==> src/rtl/srzp_pkg.sv <==
// ---------------------------------------------------------------------------
// srzp_pkg: shared types and constants of the sparse row zero pruner
// Item and result records, field widths, mode, kind and register codes.
// ---------------------------------------------------------------------------
package srzp_pkg;

  localparam int unsigned VAL_W = 32;
  localparam int unsigned COL_W = 16;
  localparam int unsigned PTR_W = 17;
  localparam int unsigned ABS_W = 31;
  localparam int unsigned REL_W = 16;
  localparam int unsigned PROD_W = VAL_W + REL_W;
  localparam int unsigned CFG_IDX_W = 2;
  localparam int unsigned CFG_DATA_W = ABS_W;
  localparam int unsigned IN_DATA_W = 48;
  localparam int unsigned OUT_DATA_W = 72;

  // pass selector
  localparam logic MODE_SCAN = 1'b0;
  localparam logic MODE_FILTER = 1'b1;

  // result kind
  localparam logic KIND_ENTRY = 1'b0;
  localparam logic KIND_ROWPTR = 1'b1;

  // register indexes
  localparam logic [CFG_IDX_W-1:0] REG_ABS_TOL = 2'd0;
  localparam logic [CFG_IDX_W-1:0] REG_REL_TOL = 2'd1;
  localparam logic [CFG_IDX_W-1:0] REG_ONE_BASED = 2'd2;

  // one input item after registering, with its magnitude
  typedef struct packed {
    logic mode;
    logic first;
    logic has_entry;
    logic signed [VAL_W-1:0] entry_value;
    logic [COL_W-1:0] column_index;
    logic row_end;
    logic [VAL_W-1:0] magnitude;
  } item_t;

  // one result item
  typedef struct packed {
    logic kind;
    logic signed [VAL_W-1:0] kept_value;
    logic [COL_W-1:0] kept_column;
    logic [PTR_W-1:0] row_pointer;
    logic last;
  } result_t;

  // tolerance status toward the emit stage
  typedef struct packed {
    logic stale;
    logic [VAL_W-1:0] tolerance;
  } tol_info_t;

endpackage

==> src/rtl/srzp_in_stage.sv <==
// ---------------------------------------------------------------------------
// srzp_in_stage: input register with skid slot
// Registers accepted items, forms the entry magnitude, keeps tready registered.
// ---------------------------------------------------------------------------
module srzp_in_stage (
  input  logic                                clk,
  input  logic                                rst_n,
  input  logic                                in_tvalid,
  output logic                                in_tready,
  input  logic [srzp_pkg::IN_DATA_W-1:0]      in_tdata,  // entry_value, column_index
  input  logic [2:0]                          in_tuser,  // mode, first, has_entry
  input  logic                                in_tlast,
  input  logic                                take,
  output logic                                item_vld,
  output srzp_pkg::item_t                     item
);

  srzp_pkg::item_t main_r, main_nxt;
  srzp_pkg::item_t skid_r;
  logic main_vld_r, main_vld_nxt;
  logic skid_vld_r, skid_vld_nxt;
  srzp_pkg::item_t in_item;
  logic acc;

  // unpack the port and form the magnitude
  always_comb begin
    in_item.mode = in_tuser[0];
    in_item.first = in_tuser[1];
    in_item.has_entry = in_tuser[2];
    in_item.entry_value = in_tdata[srzp_pkg::VAL_W-1:0];
    in_item.column_index = in_tdata[srzp_pkg::VAL_W +: srzp_pkg::COL_W];
    in_item.row_end = in_tlast;
    in_item.magnitude = in_tdata[srzp_pkg::VAL_W-1] ?
                        (~in_tdata[srzp_pkg::VAL_W-1:0] + 32'd1) :
                        in_tdata[srzp_pkg::VAL_W-1:0];
  end

  assign in_tready = !skid_vld_r;
  assign acc = in_tvalid && in_tready;

  // main slot refills from skid first, then from the port
  always_comb begin
    main_nxt = main_r;
    main_vld_nxt = main_vld_r;
    skid_vld_nxt = skid_vld_r;
    if (take || !main_vld_r) begin
      main_nxt = skid_vld_r ? skid_r : in_item;
      main_vld_nxt = skid_vld_r || acc;
      skid_vld_nxt = 1'b0;
    end else if (acc) begin
      skid_vld_nxt = 1'b1;
    end
  end

  always_ff @(posedge clk) begin
    if (!rst_n) begin
      main_vld_r <= 1'b0;
      skid_vld_r <= 1'b0;
    end else begin
      main_vld_r <= main_vld_nxt;
      skid_vld_r <= skid_vld_nxt;
    end
  end

  // payload, no reset
  always_ff @(posedge clk) begin
    main_r <= main_nxt;
    if (acc && main_vld_r && !take) begin
      skid_r <= in_item;
    end
  end

  assign item_vld = main_vld_r;
  assign item = main_r;

  // skid slot only fills behind a held main slot
  a_skid_behind_main: assert property (@(posedge clk) disable iff (!rst_n)
    skid_vld_r |-> main_vld_r)
    else $error("skid slot valid with empty main slot");

endmodule

==> src/rtl/srzp_tol_unit.sv <==
// ---------------------------------------------------------------------------
// srzp_tol_unit: maximum tracking and tolerance
// Keeps the scan maximum, registers rel * max, and forms the saturated sum.
// ---------------------------------------------------------------------------
module srzp_tol_unit (
  input  logic                               clk,
  input  logic                               rst_n,
  input  logic                               scan_fire,
  input  srzp_pkg::item_t                    item,
  input  logic [srzp_pkg::ABS_W-1:0]         abs_tol,
  input  logic [srzp_pkg::REL_W-1:0]         rel_tol,
  input  logic                               cfg_we,
  output srzp_pkg::tol_info_t                tol_info
);

  logic [srzp_pkg::VAL_W-1:0] max_r, max_nxt, max_base;
  logic [srzp_pkg::PROD_W-1:0] prod_r;
  logic stale_r, stale_nxt;
  logic [srzp_pkg::VAL_W:0] tol_sum;

  // scan update: first item clears before compare
  always_comb begin
    max_base = item.first ? '0 : max_r;
    max_nxt = max_r;
    if (scan_fire) begin
      max_nxt = (item.has_entry && (item.magnitude > max_base)) ? item.magnitude : max_base;
    end
    stale_nxt = (max_nxt != max_r) || cfg_we;
  end

  always_ff @(posedge clk) begin
    if (!rst_n) begin
      max_r <= '0;
      stale_r <= 1'b1;
    end else begin
      max_r <= max_nxt;
      stale_r <= stale_nxt;
    end
  end

  // product register is loaded from max and lags it, covered by the stale flag
  always_ff @(posedge clk) begin
    prod_r <= srzp_pkg::PROD_W'(rel_tol) * srzp_pkg::PROD_W'(max_r);
  end

  // saturating tolerance sum
  assign tol_sum = {2'b00, abs_tol} + {1'b0, prod_r[srzp_pkg::PROD_W-1:srzp_pkg::REL_W]};
  assign tol_info.stale = stale_r;
  assign tol_info.tolerance = tol_sum[srzp_pkg::VAL_W] ? '1 : tol_sum[srzp_pkg::VAL_W-1:0];

endmodule

==> src/rtl/srzp_emit.sv <==
// ---------------------------------------------------------------------------
// srzp_emit: filter decision, kept count and result queue
// Decides kept entries and row pointers, queues up to two results per item.
// ---------------------------------------------------------------------------
module srzp_emit #(
  parameter int unsigned MAX_ENTRIES = 65536
) (
  input  logic                                clk,
  input  logic                                rst_n,
  input  logic                                item_vld,
  input  srzp_pkg::item_t                     item,
  input  srzp_pkg::tol_info_t                 tol_info,
  input  logic                                one_based,
  output logic                                fire,
  output logic                                out_tvalid,
  input  logic                                out_tready,
  output logic [srzp_pkg::OUT_DATA_W-1:0]     out_tdata,  // kept_value, kept_column, row_pointer
  output logic                                out_tuser,  // kind
  output logic                                out_tlast
);

  localparam int unsigned KW = $clog2(MAX_ENTRIES + 1);
  localparam int unsigned SW = (KW + 1 > srzp_pkg::PTR_W) ? KW + 1 : srzp_pkg::PTR_W;
  localparam int unsigned PAD_W = srzp_pkg::OUT_DATA_W - srzp_pkg::VAL_W
                                  - srzp_pkg::COL_W - srzp_pkg::PTR_W;

  logic [KW-1:0] kept_r, kept_nxt, kept_base;
  logic [1:0] cnt_r, cnt_nxt, rem, n_res;
  srzp_pkg::result_t q0_r, q1_r, q0_nxt, q1_nxt;
  srzp_pkg::result_t res_entry, res_ptr, res_a;
  logic [SW-1:0] ptr_sum;
  logic is_filter, keep, pop, room;

  // filter decision
  always_comb begin
    is_filter = (item.mode == srzp_pkg::MODE_FILTER);
    kept_base = item.first ? '0 : kept_r;
    keep = item.has_entry && (item.magnitude > tol_info.tolerance) &&
           (kept_base < KW'(MAX_ENTRIES));
    kept_nxt = kept_base + KW'(keep);
    ptr_sum = SW'(kept_nxt) + SW'(one_based);
    n_res = is_filter ? (2'(keep) + 2'(item.row_end)) : 2'd0;
  end

  // result records
  always_comb begin
    res_entry.kind = srzp_pkg::KIND_ENTRY;
    res_entry.kept_value = item.entry_value;
    res_entry.kept_column = item.column_index;
    res_entry.row_pointer = '0;
    res_entry.last = !item.row_end;
    res_ptr.kind = srzp_pkg::KIND_ROWPTR;
    res_ptr.kept_value = '0;
    res_ptr.kept_column = '0;
    res_ptr.row_pointer = ptr_sum[srzp_pkg::PTR_W-1:0];
    res_ptr.last = 1'b1;
    res_a = keep ? res_entry : res_ptr;
  end

  // item leaves when the queue has room and, for a filter item, the tolerance is current
  always_comb begin
    pop = (cnt_r != 2'd0) && out_tready;
    rem = cnt_r - 2'(pop);
    room = ({1'b0, rem} + {1'b0, n_res}) <= 3'd2;
    fire = item_vld && room && (!is_filter || !tol_info.stale);
  end

  // two-slot queue, head in slot zero
  always_comb begin
    q0_nxt = pop ? q1_r : q0_r;
    q1_nxt = q1_r;
    if (fire) begin
      case (rem)
        2'd0: begin
          q0_nxt = res_a;
          q1_nxt = res_ptr;
        end
        2'd1: begin
          q1_nxt = res_a;
        end
        default: begin
          q1_nxt = q1_r;
        end
      endcase
    end
    cnt_nxt = rem + (fire ? n_res : 2'd0);
  end

  always_ff @(posedge clk) begin
    if (!rst_n) begin
      cnt_r <= 2'd0;
      kept_r <= '0;
    end else begin
      cnt_r <= cnt_nxt;
      if (fire && is_filter) begin
        kept_r <= kept_nxt;
      end
    end
  end

  always_ff @(posedge clk) begin
    q0_r <= q0_nxt;
    q1_r <= q1_nxt;
  end

  // result port
  assign out_tvalid = (cnt_r != 2'd0);
  assign out_tdata = {{PAD_W{1'b0}}, q0_r.row_pointer, q0_r.kept_column, q0_r.kept_value};
  assign out_tuser = q0_r.kind;
  assign out_tlast = q0_r.last;

  a_cnt_bound: assert property (@(posedge clk) disable iff (!rst_n)
    cnt_r != 2'd3)
    else $error("result queue overflow");

  a_no_stale_filter: assert property (@(posedge clk) disable iff (!rst_n)
    (fire && is_filter) |-> !tol_info.stale)
    else $error("filter item used a stale tolerance");

  a_kept_cap: assert property (@(posedge clk) disable iff (!rst_n)
    kept_r <= KW'(MAX_ENTRIES))
    else $error("kept count above capacity");

  a_scan_silent: assert property (@(posedge clk) disable iff (!rst_n)
    (fire && !is_filter && !pop) |=> (cnt_r == $past(cnt_r)))
    else $error("scan item produced a result");

  a_reset_idle: assert property (@(posedge clk)
    !rst_n |=> !out_tvalid)
    else $error("result valid right after reset");

endmodule

==> src/rtl/sparse_row_zero_pruner_unit.sv <==
// ---------------------------------------------------------------------------
// sparse_row_zero_pruner_unit: drops small entries from a streamed CSR matrix
//
// The matrix is sent twice on the in_ stream. Items with mode 0 (scan) only
// track the largest magnitude; items with mode 1 (filter) emit each entry
// whose magnitude is above abs + rel * max, and a row pointer item on every
// row end. first clears the state of its pass. Results leave on the out_
// stream, tuser giving the kind and tlast marking the last result of an item.
// Configuration is written through cfg_we / cfg_index / cfg_wdata while idle.
// An accepted item is held in the input register, and its results are
// registered in the result queue before they show on out_.
// Throughput: one item per cycle while the result queue has room; an item
// with a kept entry and a row end gives two results for the single result
// port. The first filter item right after the maximum changes waits for
// the product register. Reset clears the configuration, maximum and kept
// count and empties the queue. When out_tready is low the two-slot queue and
// the skid slot fill, then in_tready drops; nothing is lost.
// ---------------------------------------------------------------------------
module sparse_row_zero_pruner_unit #(
  parameter int unsigned MAX_ENTRIES = 65536
) (
  input  logic                                clk,
  input  logic                                rst_n,
  input  logic                                in_tvalid,
  output logic                                in_tready,
  input  logic [srzp_pkg::IN_DATA_W-1:0]      in_tdata,  // entry_value, column_index
  input  logic [2:0]                          in_tuser,  // mode, first, has_entry
  input  logic                                in_tlast,  // row_end
  output logic                                out_tvalid,
  input  logic                                out_tready,
  output logic [srzp_pkg::OUT_DATA_W-1:0]     out_tdata, // kept_value, kept_column, row_pointer
  output logic                                out_tuser, // kind
  output logic                                out_tlast, // last
  input  logic                                cfg_we,
  input  logic [srzp_pkg::CFG_IDX_W-1:0]      cfg_index,
  input  logic [srzp_pkg::CFG_DATA_W-1:0]     cfg_wdata
);

  logic [srzp_pkg::ABS_W-1:0] abs_tol_r;
  logic [srzp_pkg::REL_W-1:0] rel_tol_r;
  logic one_based_r;
  logic item_vld, fire, scan_fire;
  srzp_pkg::item_t item;
  srzp_pkg::tol_info_t tol_info;

  // configuration registers
  always_ff @(posedge clk) begin
    if (!rst_n) begin
      abs_tol_r <= '0;
      rel_tol_r <= '0;
      one_based_r <= 1'b0;
    end else if (cfg_we) begin
      case (cfg_index)
        srzp_pkg::REG_ABS_TOL: abs_tol_r <= cfg_wdata;
        srzp_pkg::REG_REL_TOL: rel_tol_r <= cfg_wdata[srzp_pkg::REL_W-1:0];
        srzp_pkg::REG_ONE_BASED: one_based_r <= cfg_wdata[0];
        default: begin
          abs_tol_r <= abs_tol_r;
        end
      endcase
    end
  end

  srzp_in_stage u_in (
    .clk       (clk),
    .rst_n     (rst_n),
    .in_tvalid (in_tvalid),
    .in_tready (in_tready),
    .in_tdata  (in_tdata),
    .in_tuser  (in_tuser),
    .in_tlast  (in_tlast),
    .take      (fire),
    .item_vld  (item_vld),
    .item      (item)
  );

  assign scan_fire = fire && (item.mode == srzp_pkg::MODE_SCAN);

  srzp_tol_unit u_tol (
    .clk       (clk),
    .rst_n     (rst_n),
    .scan_fire (scan_fire),
    .item      (item),
    .abs_tol   (abs_tol_r),
    .rel_tol   (rel_tol_r),
    .cfg_we    (cfg_we),
    .tol_info  (tol_info)
  );

  srzp_emit #(
    .MAX_ENTRIES (MAX_ENTRIES)
  ) u_emit (
    .clk        (clk),
    .rst_n      (rst_n),
    .item_vld   (item_vld),
    .item       (item),
    .tol_info   (tol_info),
    .one_based  (one_based_r),
    .fire       (fire),
    .out_tvalid (out_tvalid),
    .out_tready (out_tready),
    .out_tdata  (out_tdata),
    .out_tuser  (out_tuser),
    .out_tlast  (out_tlast)
  );

endmodule

==> config.mk <==
export PLATFORM = sky130hd
export DESIGN_NAME = sparse_row_zero_pruner_unit
export DESIGN_NICKNAME = d
export VERILOG_FILES = /design/src/rtl/srzp_pkg.sv /design/src/rtl/srzp_in_stage.sv /design/src/rtl/srzp_tol_unit.sv /design/src/rtl/srzp_emit.sv /design/src/rtl/sparse_row_zero_pruner_unit.sv
export SDC_FILE = /design/constraint.sdc
export NUM_CORES = 2
export LEC_CHECK = 0
export ABC_AREA = 0
export BUFFER_PORTS_ARGS = -buffer_cell sky130_fd_sc_hd__buf_2
export CAP_MARGIN = 20
export CELL_PAD_IN_SITES_DETAIL_PLACEMENT = 0
export CELL_PAD_IN_SITES_GLOBAL_PLACEMENT = 2
export CORE_ASPECT_RATIO = 2
export CORE_MARGIN = 2
export CORE_UTILIZATION = 40
export DETAILED_ROUTE_END_ITERATION = 10
export GPL_ROUTABILITY_DRIVEN = 0
export PLACE_DENSITY_LB_ADDON = 0.2
export SYNTH_ARGS = -nofsm -noshare
export SYNTH_HDL_FRONTEND = slang
export SYNTH_SLANG_ARGS = --single-unit
==> constraint.sdc <==
create_clock -name clk -period 20.5 [get_ports clk]
set_input_delay 4.1 -clock clk [delete_from_list [all_inputs] [get_ports clk]]
set_output_delay 4.1 -clock clk [all_outputs]
set_load 0.01 [all_outputs]
==> impl_metrics.py <==
metrics = {
    "pwr": {
        "pwr-share-seq_pct": 45.6,
        "p_switching_mw": 0.854,
        "p_leak_nw": 15.6,
        "pwr-share-clk_pct": 30.1,
        "pwr-share-comb_pct": 24.3,
        "p_sw_share_pct": 33.1,
        "p_total_mw": 2.58,
        "internal_power_mw": 1.73,
        "ir_worst_vdd_uv": 84.0,
        "p_per_area_nw_per_um2": 65.8,
    },
    "worst_setup_path": {
        "required_ns": 20.72,
        "critPathKind": "reg2reg",
        "endpoint_kind": "flop",
        "cpLargestDelayFamily": "compound AO/OA/AOI/OAI gates",
        "reg2reg_slack_ns": 10.56,
        "crit_path_max_incr_delay_ns": 0.70,
        "path_depth": 33,
        "crit_buf_inv": 5,
        "crit_slowest_cell": "o2111ai_1",
        "worst_ep_arrival_time_ns": 10.16,
        "cp-start-kind": "flop",
        "r2r-end": "u_in.skid_r[67]",
        "rr_worst_depth": 33,
        "reg2reg_from": "abs_tol_r[0]",
        "critPathMaxFanout": 63,
    },
    "timing": {
        "rsz0062_at_grt": "no",
        "final.setup_skew_ns": 0.0433,
        "tns_ns": 0,
        "layout_min_cycle_time_ns": 9.94,
        "worst-slew-pin-transition_ns": 1.09,
        "fin_hold_ws_ns": 0.456,
        "setup_violations": 0,
        "slew_viol_final": 0,
        "finalCritPeriodShare_pct": 48.5,
        "hold_viol_final": 0,
        "fmax_mhz": 101,
        "slew_headroom_pct": 27.0,
    },
    "route": {
        "drtAntennaViolNets": 0,
        "drc": 0,
        "firstDrtPassIters": 6,
        "post_drt_via_cell_ratio": 5.29,
        "dr_wl_met3_microns": 3550,
        "top_layer": "met5",
        "drt_iter0_drc": 1263,
        "wl_met1_microns": 38600,
        "vias": 26100,
        "wirelength_microns": 108000,
        "wl_met2_microns": 61000,
        "wl_per_cell_microns": 21.9,
    },
    "synthesis": {
        "yosysUniqueCellTypes": 75,
        "synthesis.instances": 3670,
        "yosysTopAreaCellShare_pct": 23.4,
        "synth_most_common_cell": "nand2_1",
        "synthTopCellsByArea": "fa_1 23%, edfxtp_1 20%, dfxtp_1 11%",
        "synthTopCellsByCount": "610 x nand2_1, 458 x inv_1, 419 x fa_1",
        "seq_area_frac_synth_pct": 30.7,
        "synth_area_sq_um": 35900,
        "synth_flop_cell": "edfxtp_1",
        "ys_warn_count": 0,
        "synth-async-reset-ratio_pct": 0,
        "synth-seq-cells": 434,
        "synth_edf_count": 233,
        "yosysTopAreaCell": "fa_1",
        "avgSynthCellArea_sq_um": 9.77,
    },
    "placement": {
        "numPortBuffers": 158,
        "dp_hpwl_microns": 80100,
    },
    "final_layout": {
        "nFillCells": 8790,
        "layout-drive-gt1-share_pct": 11.1,
        "post-route-util_pct": 44.0,
        "synthToLayoutAreaGrowth_pct": 9.34,
        "final_nets": 4451,
    },
    "run": {
        "drv_cap": 0,
    },
    "min_path": {
        "hold-path-cell-count": 2,
        "min_path_type": "reg2reg",
        "min-delay-start": "u_emit.kept_r[0]",
        "min_to": "u_emit.kept_r[0]",
    },
    "clock_tree": {
        "numCtsBuffers": 38,
        "cts_setup_buffers": 0,
        "cts_sinks": 434,
        "cts_buffer_depth": 3,
        "root_buffer": "clkbuf_16",
        "cts_hold_buf": 0,
        "cts_resized": 0,
        "clk_latency_ns": 0.61,
        "htreeDepth": 2,
        "clk_pin_slew_ns": 0.07,
        "tritoncts": "yes",
    },
    "global_routing": {
        "grt_pass1_vias": 27600,
        "grt_usage_pct": 23.6,
        "grt_pass1_wl_microns": 164000,
        "grt-ovfl-total": 0,
        "grt_antenna_before_repair": 7,
        "grt_start_max_net_pins": 87,
    },
    "floorplan": {
        "dieArea_sq_um": 92200,
        "core-area_sq_um": 89000,
        "die_h_microns": 427,
        "ios": 166,
        "rows": 155,
        "die_x_microns": 216,
        "start_util_pct": 40.3,
    },
    "run_status": {
        "status": "completed",
    },
}
-- kinds of logic after synthesis --
logic type / share of synthesized area, %
AOI/OAI and AO/OA: 8.27
xor gates and xnor gates: 2.74
adders and majority gates: 31.1
buffers and inverters: 7.14
DFF: 30.7
muxes: 4.41
other: 0.0105
and+or+nand+nor: 15.6
-- layer usage --
layer / track usage [%] / vias to the layer above
li1: - / 12000
met1: 24.4 / 13200
met2: 47.5 / 603
met3: 2.10 / 236
met4: 10.3 / 4
met5: 0 / -
-- flip-flops by register name, indices dropped and copies added, names as in the netlist, 2 cells and up --
name,cells
u_tol.max_r,32
u_tol.prod_r,32
u_emit.q1_r,67
u_emit.out_tdata,65
u_emit.cnt_r,2
u_in.skid_r,83
u_in.item,83
u_emit.kept_r,17
abs_tol_r,31
rel_tol_r,16
-- power groups by stage --
stage / Clock, mW / Sequential [mW] / Combinational [mW]
floorplan: 0 / 1.19 / 0.376
global placement: 0 / 1.19 / 0.630
detailed placement: 0 / 1.19 / 0.633
CTS: 0.800 / 1.18 / 0.636
global route: 0.823 / 1.19 / 0.691
finish: 0.777 / 1.18 / 0.626
-- layout make-up --
| class | count | area, sq um | share of cell area (%) |
|---|---|---|---|
| Multi-Input combinational cell | 2567 | 22400 | 57.0 |
| Sequential cell | 434 | 11000 | 28.2 |
| Inverter | 458 | 1720 | 4.39 |
| Tap cell | 1177 | 1470 | 3.76 |
| Timing Repair Buffer | 222 | 1280 | 3.27 |
| Clock buffer | 45 | 1020 | 2.59 |
| Clock inverter | 25 | 304 | 0.775 |
| Antenna cell | 2 | 5.00 | 0.0128 |
-- worst max path at each step --
stage,from,endpoint,slack (ns)
finish,abs_tol_r[0],u_in.skid_r[67],10.56
global route,abs_tol_r[0],u_in.skid_r[67],9.80
CTS,abs_tol_r[0],u_in.skid_r[1],10.45
detailed placement,abs_tol_r[0],u_in.skid_r[29],10.45
global placement,abs_tol_r[0],u_in.skid_r[78],10.55
floorplan,out_tready,u_in.skid_r[0],4.81
-- metrics by stage --
stage | instances | area [sq um] | setup WS [ns]
after global routing | 4929 | 39200 | 9.80
after detailed placement | 4858 | 37900 | 10.45
after global placement | 4857 | 37900 | 10.55
final | 4930 | 39200 | 10.56
after CTS | 4928 | 39200 | 10.45
after floorplan | 3676 | 35900 | 4.81
-- cells in the final DEF, fill, tap and decap left out, types with 6 or more instances in the layout --
cell       instances
a2111oi_0         16
a211oi_1          16
a21o_1            38
a21oi_1          139
a22oi_1           37
a31oi_1            6
and2_1           203
and3_1            11
buf_2            158
buf_4             63
clkbuf_16         38
clkinv_2           9
conb_1             7
dfxtp_1          184
dfxtp_2           17
edfxtp_1         233
fa_1             419
ha_1             221
inv_1            457
mux2_2            81
mux2i_1           67
nand2_1          609
nand2b_1          43
nand3_1           31
nand4_1           21
nor2_1           152
nor2b_1           21
nor3_1            24
nor3b_1            6
nor4_1            14
o21a_1            19
o21ai_0           70
o21bai_1           6
o22ai_1           64
o31ai_1            9
or3_1             14
xnor2_1           76
xor2_1            36
-- worst min-delay path, cell delays in order, from the launching register on --
cell	delay (ns)
dfxtp_1	0.31
nand2_1	0.05
a21oi_1	0.05
(Power assumes the default switching activity.)
